File: src/rtl/ddo_pkg.sv
// ----------------------------------------------------------------------------
// ddo_pkg
// Shared types, register codes and the CORDIC angle table for the odometry.
// ----------------------------------------------------------------------------
`default_nettype none

package ddo_pkg;

   localparam int CORDIC_STEPS_DEF = 20;
   localparam int CSR_INDEX_W      = 3;
   localparam int CSR_DATA_W       = 32;
   localparam int COUNT_W          = 32;
   localparam int POS_W            = 32;
   localparam int HEADING_W        = 25;

   typedef enum logic [CSR_INDEX_W-1:0] {
      REG_LEFT_STEP,
      REG_RIGHT_STEP,
      REG_INV_WHEELBASE,
      REG_GLITCH_LIMIT,
      REG_START_X,
      REG_START_Y,
      REG_START_HEADING
   } reg_index_type;

   typedef struct packed {
      logic [23:0]                  left_step;
      logic [23:0]                  right_step;
      logic [23:0]                  inv_wheelbase;
      logic [15:0]                  glitch_limit;
      logic signed [POS_W-1:0]      start_x;
      logic signed [POS_W-1:0]      start_y;
      logic signed [HEADING_W-1:0]  start_heading;
      logic                         pose_load;
   } cfg_type;

   typedef enum logic [4:0] {
      ST_IDLE,
      ST_MUL_L,
      ST_MUL_R,
      ST_DIFF,
      ST_RAT_LO,
      ST_RAT_HI,
      ST_VLOAD,
      ST_VEC,
      ST_HEAD,
      ST_RLOAD,
      ST_ROT,
      ST_TRIG,
      ST_X_LO,
      ST_X_HI,
      ST_Y_LO,
      ST_Y_HI,
      ST_POS_Y,
      ST_FINISH
   } state_type;

   typedef enum logic [4:0] {
      OP_NONE,
      OP_CAPTURE,
      OP_MUL_L,
      OP_MUL_R,
      OP_DIFF,
      OP_RAT_LO,
      OP_RAT_HI,
      OP_VLOAD,
      OP_VEC,
      OP_HEAD,
      OP_RLOAD,
      OP_ROT,
      OP_TRIG,
      OP_X_LO,
      OP_X_HI,
      OP_Y_LO,
      OP_Y_HI,
      OP_POS_Y
   } op_type;

   typedef struct packed {
      op_type op;
      logic   emit;
   } cmd_type;

   typedef struct packed {
      logic reject;
   } status_type;

   // atan(2^-i) in degrees, Q.24
   function automatic logic [31:0] ddo_atan_step(input logic [4:0] idx);
      logic [63:0] tail;
      begin
         tail = (64'd961263669 + (64'd1 << (idx - 5'd1))) >> idx;
         case (idx)
            5'd0:    ddo_atan_step = 32'd754974720;
            5'd1:    ddo_atan_step = 32'd445687602;
            5'd2:    ddo_atan_step = 32'd235489088;
            5'd3:    ddo_atan_step = 32'd119537938;
            5'd4:    ddo_atan_step = 32'd60000934;
            5'd5:    ddo_atan_step = 32'd30029717;
            5'd6:    ddo_atan_step = 32'd15018523;
            5'd7:    ddo_atan_step = 32'd7509720;
            5'd8:    ddo_atan_step = 32'd3754917;
            5'd9:    ddo_atan_step = 32'd1877466;
            5'd10:   ddo_atan_step = 32'd938734;
            5'd11:   ddo_atan_step = 32'd469367;
            5'd12:   ddo_atan_step = 32'd234684;
            5'd13:   ddo_atan_step = 32'd117342;
            5'd14:   ddo_atan_step = 32'd58671;
            5'd15:   ddo_atan_step = 32'd29335;
            default: ddo_atan_step = tail[31:0];
         endcase
      end
   endfunction

endpackage

`default_nettype wire

File: src/rtl/ddo_ctrl.sv
// ----------------------------------------------------------------------------
// ddo_ctrl
// Sequencer for one sample: multiplies, two CORDIC passes, pose update.
// ----------------------------------------------------------------------------
`default_nettype none

module ddo_ctrl #(
   parameter int CORDIC_STEPS = ddo_pkg::CORDIC_STEPS_DEF
) (
   input  wire logic                             clock,
   input  wire logic                             reset,
   input  wire logic                             req_tvalid,
   output logic                                  req_tready,
   input  wire logic                             out_free,
   input  ddo_pkg::status_type                   status,
   output ddo_pkg::cmd_type                      cmd,
   output logic [$clog2(CORDIC_STEPS)-1:0]       iter
);
   import ddo_pkg::*;

   localparam int ITER_W = $clog2(CORDIC_STEPS);

   state_type           state_ff, state_in;
   logic [ITER_W-1:0]   cnt_ff, cnt_in;
   logic                last_iter;

   assign last_iter = (cnt_ff == ITER_W'(CORDIC_STEPS - 1));

   always_comb begin
      state_in = state_ff;
      unique case (state_ff)
         ST_IDLE:   if (req_tvalid) state_in = ST_MUL_L;
         ST_MUL_L:  state_in = status.reject ? ST_FINISH : ST_MUL_R;
         ST_MUL_R:  state_in = ST_DIFF;
         ST_DIFF:   state_in = ST_RAT_LO;
         ST_RAT_LO: state_in = ST_RAT_HI;
         ST_RAT_HI: state_in = ST_VLOAD;
         ST_VLOAD:  state_in = ST_VEC;
         ST_VEC:    if (last_iter) state_in = ST_HEAD;
         ST_HEAD:   state_in = ST_RLOAD;
         ST_RLOAD:  state_in = ST_ROT;
         ST_ROT:    if (last_iter) state_in = ST_TRIG;
         ST_TRIG:   state_in = ST_X_LO;
         ST_X_LO:   state_in = ST_X_HI;
         ST_X_HI:   state_in = ST_Y_LO;
         ST_Y_LO:   state_in = ST_Y_HI;
         ST_Y_HI:   state_in = ST_POS_Y;
         ST_POS_Y:  state_in = ST_FINISH;
         ST_FINISH: if (out_free) state_in = ST_IDLE;
         default:   state_in = ST_IDLE;
      endcase
   end

   always_comb begin
      cmd.op     = OP_NONE;
      cmd.emit   = 1'b0;
      req_tready = 1'b0;
      unique case (state_ff)
         ST_IDLE: begin
            req_tready = 1'b1;
            if (req_tvalid) cmd.op = OP_CAPTURE;
         end
         ST_MUL_L:  cmd.op = OP_MUL_L;
         ST_MUL_R:  cmd.op = OP_MUL_R;
         ST_DIFF:   cmd.op = OP_DIFF;
         ST_RAT_LO: cmd.op = OP_RAT_LO;
         ST_RAT_HI: cmd.op = OP_RAT_HI;
         ST_VLOAD:  cmd.op = OP_VLOAD;
         ST_VEC:    cmd.op = OP_VEC;
         ST_HEAD:   cmd.op = OP_HEAD;
         ST_RLOAD:  cmd.op = OP_RLOAD;
         ST_ROT:    cmd.op = OP_ROT;
         ST_TRIG:   cmd.op = OP_TRIG;
         ST_X_LO:   cmd.op = OP_X_LO;
         ST_X_HI:   cmd.op = OP_X_HI;
         ST_Y_LO:   cmd.op = OP_Y_LO;
         ST_Y_HI:   cmd.op = OP_Y_HI;
         ST_POS_Y:  cmd.op = OP_POS_Y;
         ST_FINISH: cmd.emit = out_free;
         default:   cmd.op = OP_NONE;
      endcase
   end

   always_comb begin
      cnt_in = cnt_ff;
      if (state_ff == ST_VLOAD || state_ff == ST_RLOAD) begin
         cnt_in = '0;
      end else if (state_ff == ST_VEC || state_ff == ST_ROT) begin
         cnt_in = cnt_ff + ITER_W'(1);
      end
   end

   always_ff @(posedge clock) begin
      if (reset) begin
         state_ff <= ST_IDLE;
         cnt_ff   <= '0;
      end else begin
         state_ff <= state_in;
         cnt_ff   <= cnt_in;
      end
   end

   assign iter = cnt_ff;

endmodule

`default_nettype wire

File: config.mk
export PLATFORM = sky130hd
export DESIGN_NAME = ddo_ctrl
export DESIGN_NICKNAME = d
export VERILOG_FILES = /design/src/rtl/ddo_pkg.sv /design/src/rtl/ddo_ctrl.sv
export SDC_FILE = /design/constraint.sdc
export NUM_CORES = 1
export LEC_CHECK = 0
export ABC_AREA = 1
export BUFFER_PORTS_ARGS = -buffer_cell sky130_fd_sc_hd__buf_2
export CAP_MARGIN = 20
export CORE_UTILIZATION = 40
export CTS_BUF_LIST = sky130_fd_sc_hd__clkbuf_16
export CTS_CLUSTER_DIAMETER = 60
export DETAILED_ROUTE_END_ITERATION = 6
export HOLD_SLACK_MARGIN = 0.15
export PLACE_DENSITY = 0.6
export SLEW_MARGIN = 5
export SYNTH_ARGS = -nofsm -noshare
export SYNTH_HDL_FRONTEND = slang
export SYNTH_SLANG_ARGS = --single-unit
File: constraint.sdc
create_clock -name clock -period 3 [get_ports clock]
set_input_delay 0.45 -clock clock [delete_from_list [all_inputs] [get_ports clock]]
set_output_delay 0.45 -clock clock [all_outputs]
set_load 0.01 [all_outputs]
==> results.md, run 1 <==
* Setup CP Type: reg2out
* Crit Path Max Fanout at 7
* Setup bufs post-CTS at 0
* Slew margin rel. at 0.800
* Hold Slack at 0.444 ns
* Commonest cells after routing, fill and taps aside: 28 x nand2_1, 16 x inv_1, 16 x buf_2
* Part of the Yosys area used for sequential elements at 0.276
* Tot GR Track Use at 0.179
* Flops & latches, synth at 10
* Die area at 0.00199 mm^2
* Antenna viol nets, final at 0
* DRC Markers at 0
* Syn Nets at 121
* Internal power at roughly 480 uW
* WL/cell at 9.71 um
* Post-CTS Hold Buffers at 0
* TritonRoute pass-1 iters at 3
* Port Buf Inserts at 16
* Area Overhead vs Synth at 23.6%
* Element type at the critical path end: primary output
* CTS H-tree lvls at 1
* Overall routed net length at 1530 um
* Row Count at 15
* Sequential share of power at 0.242
* Chip height at 44.6 um
* First-pass GRT wire length at 2560 um
* Commonest non-fill, non-tap cell in the layout: nand2_1
* Final setup vio count at 0
* Overall via count from detail_route at 733
* Global route hottest layer: met2
* Setup slack at placement at roughly 1.4 ns
* CTS tree: built
* Slew Limit Fails at 0
* Worst vdd ir at 0.502 mV
* Longest Clk Path Bufs at 2
* Max Cap Violations at 0
* Die outline width at 44.6 um
* GRT overflow at 0
* Fin cells at 157
* Post-CTS resize count at 0
* Ant diodes at 0
* LEAKAGE at roughly 0.00046 uW
* CTS Sinks at 10
* RSZ-0062 raised after global routing: no
* Post-layout min period at 1.87 ns
* Core Area at 0.00171 mm^2
* Crit path max-delay cell type: dfxtp_1
* CP Buf/Inv Count at 2
* Largest net degree at the start of global routing at 11
* Dpl hpwl at 1250 um
* Clock Pin Slew Worst Setup and Hold Paths at 0.04 ns
* Vias per cell at 4.67
* Placer Congestion at ~0.84
* GRT met1 Usage at 0.204
* M2 GR Usage at 0.303
* Hold Crit Class: in2reg
* Num CTS Buffers at 3
* Least-Margin Pin Slew at about 0.30 ns
* Clock share of power at 0.267
* DP Cell Count at around 150
* Combinational Power Share at 0.492
* Syn avg cell area at 6.31 um^2
* Fin crit share at 0.625
* Worst-skew pair later-pin latency at between 0.2 and 0.25 ns
* Met3 usage at 0.0245
* Final nets at 140
* Cell family with most CP delay: simple AND/OR/NAND/NOR gates
* Psw at between 300 and 400 uW
* Critical path arrival at 1.42 ns
* Synthesized area at 726 um^2
* Max incr delay on CP at 0.36 ns
* Synth cell types at 25
* Critical Path, Cell by Cell: nor2_2 -> inv_2 -> nor2_1 -> nand2_1 -> nand3_1 -> buf_2
* Outcome: finished, final reports clean
* Layout cells sized above 1 at 0.258
* YS warnings at 0
* Initial antenna violation count at 0
* PD cells at 949 mW/mm^2
* Hold Violations, Final at 0
* Sw frac at 0.432
* Clock root buffer: clkbuf_16
* Final worst slack at 1.13 ns
* First DRT Iteration DRCs at 11
* Vias in the first global route at 660
* Worst Setup Start Kind: register
* Post-Route Skew at around 0.00036 ns
* Req. time, crit path at around 2.6 ns
* Mapped Cells at 115
* Peak Freq at 533 MHz
* Starting Density at 0.425
* I/O pin cnt at 17
* Fin Setup TNS at 0 ns
==> sequential cells by signal, summed over array words and instances (netlist names) <==
signal / cells
state_ff: 5
iter: 5
==> metrics by stage <==
stage	instance area (um^2)	power [uW]	util
floorplan	726	528	-
global placement	822	623	0.481
detailed placement	822	627	0.481
CTS	897	861	0.525
global route	897	938	0.525
finish	897	851	0.525
==> logic make-up after synthesis <==
kind of cell             Yosys count  share of synthesized area
XOR/XNOR                           1                     0.0121
AO/OA/AOI/OAI                     15                      0.109
buffers and inverters             23                      0.134
flip-flops                        10                      0.276
AND/OR/NAND/NOR                   65                      0.452
adder cells (fa/ha/maj)            1                     0.0172
==> worst reg2reg max path, stage by stage, from the launching register on <==
cell      delay [ns]
dfxtp_1         0.40
nand2_1         0.15
clkinv_2        0.11
nand3_4         0.08
nand2_2         0.14
nand2_4         0.07
nand2_2         0.09
nand2_1         0.05
nand2_1         0.05
nor2_1          0.03
==> final cells by class <==
cell class | instances | area [um^2]
fill | 185 | 811
multi-input combinational | 82 | 428
sequential | 10 | 200
inverter | 21 | 82.6
timing repair buffer | 16 | 80.1
clock buffer | 3 | 75.1
tap | 25 | 31.3
==> final timing paths <==
path	slack (ns)	from	cells past startpoint	to
min reg2reg	0.49	iter[1]	2	iter[1]
min	0.44	reset	2	state_ff[0]
max reg2reg	1.71	state_ff[0]	9	state_ff[3]
max	1.13	state_ff[3]	6	cmd[1]
==> cell usage after synthesis, drive strengths merged <==
cell | count | area [um^2]
a21oi | 8 | 43.8
dfxtp | 10 | 200
nand3 | 9 | 62.6
inv | 20 | 77.6
xnor2 | 1 | 8.76
nor4 | 1 | 6.26
nand2 | 31 | 129
and2b | 1 | 7.51
clkinv | 1 | 5.00
buf | 2 | 15.0
nor3 | 2 | 21.3
nor2 | 15 | 63.8
o21ai | 7 | 35.0
ha | 1 | 12.5
nand4 | 6 | 37.5
==> power groups by stage <==
stage	Clock [uW]	Sequential, uW	Combinational, uW
final	227	206	418
after global routing	238	213	486
after CTS	235	205	421
after detailed placement	0	208	419
after global placement	0	206	417
after floorplan	0	199	329
==> layer usage <==
layer,share of wire,up-vias
li1,-,400
met1,0.47,316
met2,0.49,13
met3,0.028,4
met4,0.012,0
met5,0,-
Power figures use the tool's default switching activity.
==> run 2, diff against run 1 <==
--- a/config.mk
+++ b/config.mk
@@ -13,7 +13,7 @@
 export CTS_CLUSTER_DIAMETER = 60
 export DETAILED_ROUTE_END_ITERATION = 6
 export HOLD_SLACK_MARGIN = 0.15
-export PLACE_DENSITY = 0.6
+export PLACE_DENSITY = 0.63
 export SLEW_MARGIN = 5
 export SYNTH_ARGS = -nofsm -noshare
 export SYNTH_HDL_FRONTEND = slang
==> constraint.sdc (replaced) <==
create_clock -name clock -period 1.7 [get_ports clock]
set_input_delay 0.255 -clock clock [delete_from_list [all_inputs] [get_ports clock]]
set_output_delay 0.255 -clock clock [all_outputs]
set_load 0.01 [all_outputs]
==> run 2 against run 1 <==
  * Hold slack got worse by 0.19 ns
  * Sequential power is 81% higher
  * Non-clock buffer count unchanged
  * Largest cell class unchanged
  * Largest power group unchanged
==> results.md, run 2 (synthesis results as in run 1) <==
* Commonest cells after routing, fill and taps aside: 28 x nand2_1, 16 x inv_1, 16 x buf_2 (unchanged)
* Starting Density at 0.425 (unchanged)
* Final core utilization at 0.532 (was 0.525)
* Routed length on met3 at 52 um (was 43 um)
* First DRT Iteration DRCs at 3 (was 11)
* Placer Congestion at 0.870 (was 0.836)
* Antenna viol nets, final at 0 (unchanged)
* Chip height at 44.6 um (unchanged)
* Core Area at 0.00171 mm^2 (unchanged)
* Req. time, crit path at 1.44 ns (was 2.55 ns)
* CTS H-tree lvls at 1 (unchanged)
* Clock Pin Slew Worst Setup and Hold Paths at 0.04 ns (about the same)
* GRT overflow at 0 (unchanged)
* Longest Clk Path Bufs at 2 (unchanged)
* Commonest non-fill, non-tap cell in the layout: nand2_1 (unchanged)
* Post-Route Skew at 0.00140 ns (was 0.000360 ns)
* Final setup vio count at 0 (unchanged)
* Largest net degree at the start of global routing at 11 (unchanged)
* Vias in the first global route at 670 (was 660)
* Die outline width at 44.6 um (unchanged)
* Area Overhead vs Synth at 25.2% (was 23.6%)
* Fin crit share at 0.926
* DRC Markers at 0 (unchanged)
* LEAKAGE at 0.000461 uW (was 0.000458 uW)
* Slew margin rel. at 0.788 (was 0.800)
* Multi-input logic area at 438 um^2 (was 428 um^2)
* TritonRoute pass-1 iters at 2 (was 3)
* Worst-skew pair later-pin latency at 0.23 ns (about the same)
* Worst Setup Start Kind: register (unchanged)
* Setup CP Type: reg2out (unchanged)
* Ant diodes at 0 (unchanged)
* Hold Crit Class: in2reg (unchanged)
* Pwr Total at 1520 uW (was 851 uW)
* Outcome: finished, final reports clean (unchanged)
* Hold Slack at 0.259 ns (was 0.444 ns)
* Hold Violations, Final at 0 (unchanged)
* Fillers at 179 (was 185)
* DP Cell Count at 154 (unchanged)
* Max Cap Violations at 0 (unchanged)
* Element type at the critical path end: primary output (unchanged)
* First-pass GRT wire length at 2620 um (was 2560 um)
* CTS Sinks at 10 (unchanged)
* Reg area at 201 um^2 (was 200 um^2)
* Vias per cell at 4.85 (was 4.67)
* CTS tree: built (unchanged)
* Least-Margin Pin Slew at 0.318 ns (was 0.300 ns)
* Initial antenna violation count at 0 (unchanged)
* Final nets at 140 (unchanged)
* Overall routed net length at 1510 um (was 1530 um)
* Num CTS Buffers at 3 (unchanged)
* Peak Freq at 635 MHz
* Layout cells sized above 1 at 0.273 (was 0.258)
* Row Count at 15 (unchanged)
* I/O pin cnt at 17 (unchanged)
* Crit Path Max Fanout at 10 (was 7)
* Fin cells at 157 (unchanged)
* WL/cell at 9.60 um (was 9.71 um)
* RSZ-0062 raised after global routing: no (unchanged)
* Critical path arrival at 1.32 ns (was 1.42 ns)
* Worst vdd ir at 0.745 mV (was 0.502 mV)
* Dpl hpwl at 1250 um (about the same)
* Metal2 WL at 739 um (was 748 um)
* Slew Limit Fails at 0 (unchanged)
* Port Buf Inserts at 16 (unchanged)
* Overall via count from detail_route at 761 (was 733)
* Die area at 0.00199 mm^2 (unchanged)
* DRT met1 WL at 696 um (was 714 um)
* Post-layout min period at 1.57 ns
* PD cells at 1670 mW/mm^2 (was 949 mW/mm^2)
* Fin Setup TNS at 0 ns (unchanged)
* Tot GR Track Use at 0.177 (was 0.179)
* Clock root buffer: clkbuf_16 (unchanged)
* DR top layer: met4 (unchanged)
run 2: per-stage QoR:
stage                     cell area [um^2]  setup WS [ns]
final                                  908          0.126
after global routing                   908         0.0218
after CTS                              897         0.0456
after detailed placement               822          0.294
after global placement                 822          0.340
after floorplan                        726          0.381
run 2: power breakdown:
| group | internal (uW) | switching (uW) |
|---|---|---|
| clock network | 303 | 92.4 |
| logic | 272 | 475 |
| registers | 288 | 85.0 |
| total | 864 | 652 |
run 2: timing repair:
item | CTS | global route
hold buffers | 0 | 0
resized for setup | 0 | 3
buffers inserted | 0 | 0
setup endpoints to repair | 0 | 4
run 2: critical path: stages, from the launching register on:
cell and delay (ns):
dfxtp_1 0.50, inv_4 0.12, nand2_1 0.11, nand2_1 0.05, nand2_1 0.06, nand3_1 0.10, buf_2 0.15
run 2: routing by layer:
metal,vias to the layer above,global-route usage
met5,-,0
met4,0,0.0788
met3,4,0.0286
met2,15,0.309
met1,335,0.210
li1,407,-
run 2: worst paths after layout:
check | startpoint | cells past startpoint | end | slack [ns]
setup / recovery | state_ff[4] | 6 | cmd[3] | 0.13
hold / removal | reset | 2 | state_ff[0] | 0.26
setup reg to reg | state_ff[2] | 9 | state_ff[3] | 0.36
hold reg to reg | iter[1] | 2 | iter[1] | 0.50
run 2: final cells by class:
| type | count | share of cell area |
|---|---|---|
| Sequential cell | 10 | 0.222 |
| Inverter | 21 | 0.0909 |
| Multi-Input combinational cell | 82 | 0.482 |
| Timing Repair Buffer | 16 | 0.0882 |
| Clock buffer | 3 | 0.0826 |
| Tap cell | 25 | 0.0344 |
==> run 3, diff against run 2 <==
--- a/config.mk
+++ b/config.mk
@@ -12,6 +12,7 @@
 export CTS_BUF_LIST = sky130_fd_sc_hd__clkbuf_16
 export CTS_CLUSTER_DIAMETER = 60
 export DETAILED_ROUTE_END_ITERATION = 6
+export GPL_TIMING_DRIVEN = 0
 export HOLD_SLACK_MARGIN = 0.15
 export PLACE_DENSITY = 0.63
 export SLEW_MARGIN = 5
==> run 3 against run 2 <==
  * Critical path depth stayed put
  * Global-route usage is 0.32 points higher
  * Via count is 0.39% lower
  * Sequential share of layout area is 0.061 points higher
  * Non-clock buffer count is 2 higher
  * First-iteration DRC count grew to 3.0 times the previous value
  * Hold slack worse by 0.010 ns
  * Utilization is 1.2 points higher
  * Cell area is 2.2% higher
  * Highest routed layer unchanged
==> results.md, run 3 (synthesis results as in run 1) <==
* Hold Crit Class: in2reg (unchanged)
* Crit Path Max Fanout at 6 (was 10)
* Commonest non-fill, non-tap cell in the layout: nand2_1 (unchanged)
* Final setup vio count at 0 (unchanged)
* Least-Margin Pin Slew at 0.209 ns (was 0.318 ns)
* Vias per cell at 4.77 (was 4.85)
* Chip height at 44.6 um (unchanged)
* Post-layout min period at 1.58 ns (was 1.57 ns)
* Pwr Total at 1560 uW (was 1520 uW)
* Reg-to-Reg Start: iter[1] (was state_ff[2])
* Die area at 0.00199 mm^2 (unchanged)
* Cell family with most CP delay: flip-flops (unchanged)
* DRC Markers at 0 (unchanged)
* Clock root buffer: clkbuf_16 (unchanged)
* Crit path max-delay cell type: dfxtp_2 (was dfxtp_1)
* Longest Clk Path Bufs at 2 (unchanged)
* Hold Violations, Final at 0 (unchanged)
* Reg2Reg Capture Point: state_ff[2] (was state_ff[3])
* Commonest cells after routing, fill and taps aside: 28 x nand2_1, 16 x inv_1, 16 x buf_2 (unchanged)
* Antenna viol nets, final at 0 (unchanged)
* Outcome: finished, final reports clean (unchanged)
* Row Count at 15 (unchanged)
* DP Area at 837 um^2 (was 822 um^2)
* Setup CP Type: reg2out (unchanged)
* Setup bufs post-CTS at 0 (unchanged)
* CP Buf/Inv Count at 3 (was 2)
* Tot GR Track Use at 0.180 (was 0.177)
* Worst-skew pair later-pin latency at 0.23 ns (about the same)
* Fin Setup TNS at 0 ns (unchanged)
* Dpl hpwl at 1250 um (about the same)
* Max Cap Violations at 0 (unchanged)
* Overall via count from detail_route at 758 (was 761)
* Worst vdd ir at 1.01 mV (was 0.745 mV)
* Peak Freq at 633 MHz (was 635 MHz)
* Fin crit share at 0.930 (was 0.926)
* R2R Setup Slk at 0.42 ns (was 0.36 ns)
* Vias in the first global route at 649 (was 670)
* Post-route design area at 928 um^2 (was 908 um^2)
* First-pass GRT wire length at 2650 um (was 2620 um)
* Critical Path, Cell by Cell: inv_2 -> nor3_2 -> nand2_1 -> nand3_1 -> buf_4 -> buf_2 (was inv_4 -> nand2_1 -> nand2_1 -> nand2_1 -> nand3_1 -> buf_2)
* CTS Sinks at 10 (unchanged)
* Worst R2R Path Depth at 5 (was 9)
* First DRT Iteration DRCs at 9 (was 3)
* Die outline width at 44.6 um (unchanged)
* Slew margin rel. at 0.860 (was 0.788)
* TritonRoute pass-1 iters at 4 (was 2)
* CTS H-tree lvls at 1 (unchanged)
* Worst Setup Start Kind: register (unchanged)
* CP endpoint: cmd[4] (was cmd[3])
* Starting Density at 0.425 (unchanged)
* GRT overflow at 0 (unchanged)
* LEAKAGE at 0.000473 uW (was 0.000461 uW)
* CP startpoint: state_ff[3] (was state_ff[4])
* Req. time, crit path at 1.44 ns (about the same)
* DP Cell Count at 156 (was 154)
* Port Buf Inserts at 16 (unchanged)
* I/O pin cnt at 17 (unchanged)
* Final nets at 142 (was 140)
* Initial antenna violation count at 0 (unchanged)
* CTS tree: built (unchanged)
* Fin cells at 159 (was 157)
* WL/cell at 9.70 um (was 9.60 um)
* Element type at the critical path end: primary output (unchanged)
* Placer Congestion at 0.854 (was 0.870)
* Slew Limit Fails at 0 (unchanged)
* Num CTS Buffers at 3 (unchanged)
* Hold Slack at 0.249 ns (was 0.259 ns)
* Max incr delay on CP at 0.40 ns (was 0.50 ns)
* Critical path arrival at 1.33 ns (was 1.32 ns)
* Clock Pin Slew Worst Setup and Hold Paths at 0.04 ns (about the same)
* WP depth at 6 (unchanged)
* Post-Route Skew at 0.00119 ns (was 0.00140 ns)
* Area Overhead vs Synth at 27.9% (was 25.2%)
* PD cells at 1680 mW/mm^2 (was 1670 mW/mm^2)
* Core Area at 0.00171 mm^2 (unchanged)
* Ant diodes at 0 (unchanged)
* Layout cells sized above 1 at 0.313 (was 0.273)
* Largest net degree at the start of global routing at 11 (unchanged)
* Overall routed net length at 1540 um (was 1510 um)
==> run 3: cell types whose count changed in the layout (fill, tap and decap cells not counted) <==
cell and delta:
dfxtp_1 -4, dfxtp_2 +4, buf_4 +2
==> run 3: worst min path at each step <==
stage / from / endpoint / depth (start not counted)
after global placement: iter[4] / iter[4] / 2
after floorplan: reset / state_ff[0] / 1
after CTS: reset / state_ff[0] / 2
after global routing: reset / state_ff[0] / 2
final: reset / state_ff[0] / 2
after detailed placement: iter[4] / iter[4] / 2
==> run 3: final cells by class <==
cell class / count / area (um^2)
fillers: 163 / 779
multi-input cells: 82 / 438
flip-flops and latches: 10 / 206
inverters: 21 / 82.6
repair buffers: 16 / 80.1
clock buffers: 3 / 75.1
well taps: 25 / 31.3
plain buffers: 2 / 15.0
==> run 3: worst register-to-register path: stages, from the launching register on <==
cell and delay, ns:
dfxtp_1 0.37, ha_1 0.22, nand4_1 0.18, and2b_1 0.20, o21ai_0 0.15, inv_1 0.05
==> run 3: repair_timing <==
item	4_1_cts	5_1_grt
endpoints found under the hold margin	0	0
cloned	0	0
gates resized for setup	2	5
pin swaps	0	0
setup endpoints to repair	1	2
hold buffers	0	0
==> run 3: power by group <==
part | internal [uW] | switching, uW
Sequential | 296 | 88.5
Clock | 304 | 95.7
Combinational | 299 | 477
==> run 3: metrics by stage <==
stage / worst slack, ns / utilization
floorplan: 0.381 / -
global placement: 0.238 / 0.490
detailed placement: 0.239 / 0.490
CTS: 0.0259 / 0.538
global route: -0.000887 / 0.544
finish: 0.120 / 0.544
==> run 3: per-layer routing <==
metal  vias up  part of all wire  routed length (um)  GRT usage
met4         0             0.017                  27     0.0727
met1       326              0.45                 699      0.230
met2        18              0.49                 753      0.294
met5         -                 0                   0          0
met3         5             0.040                  62     0.0367
li1        409                 -                   -          -
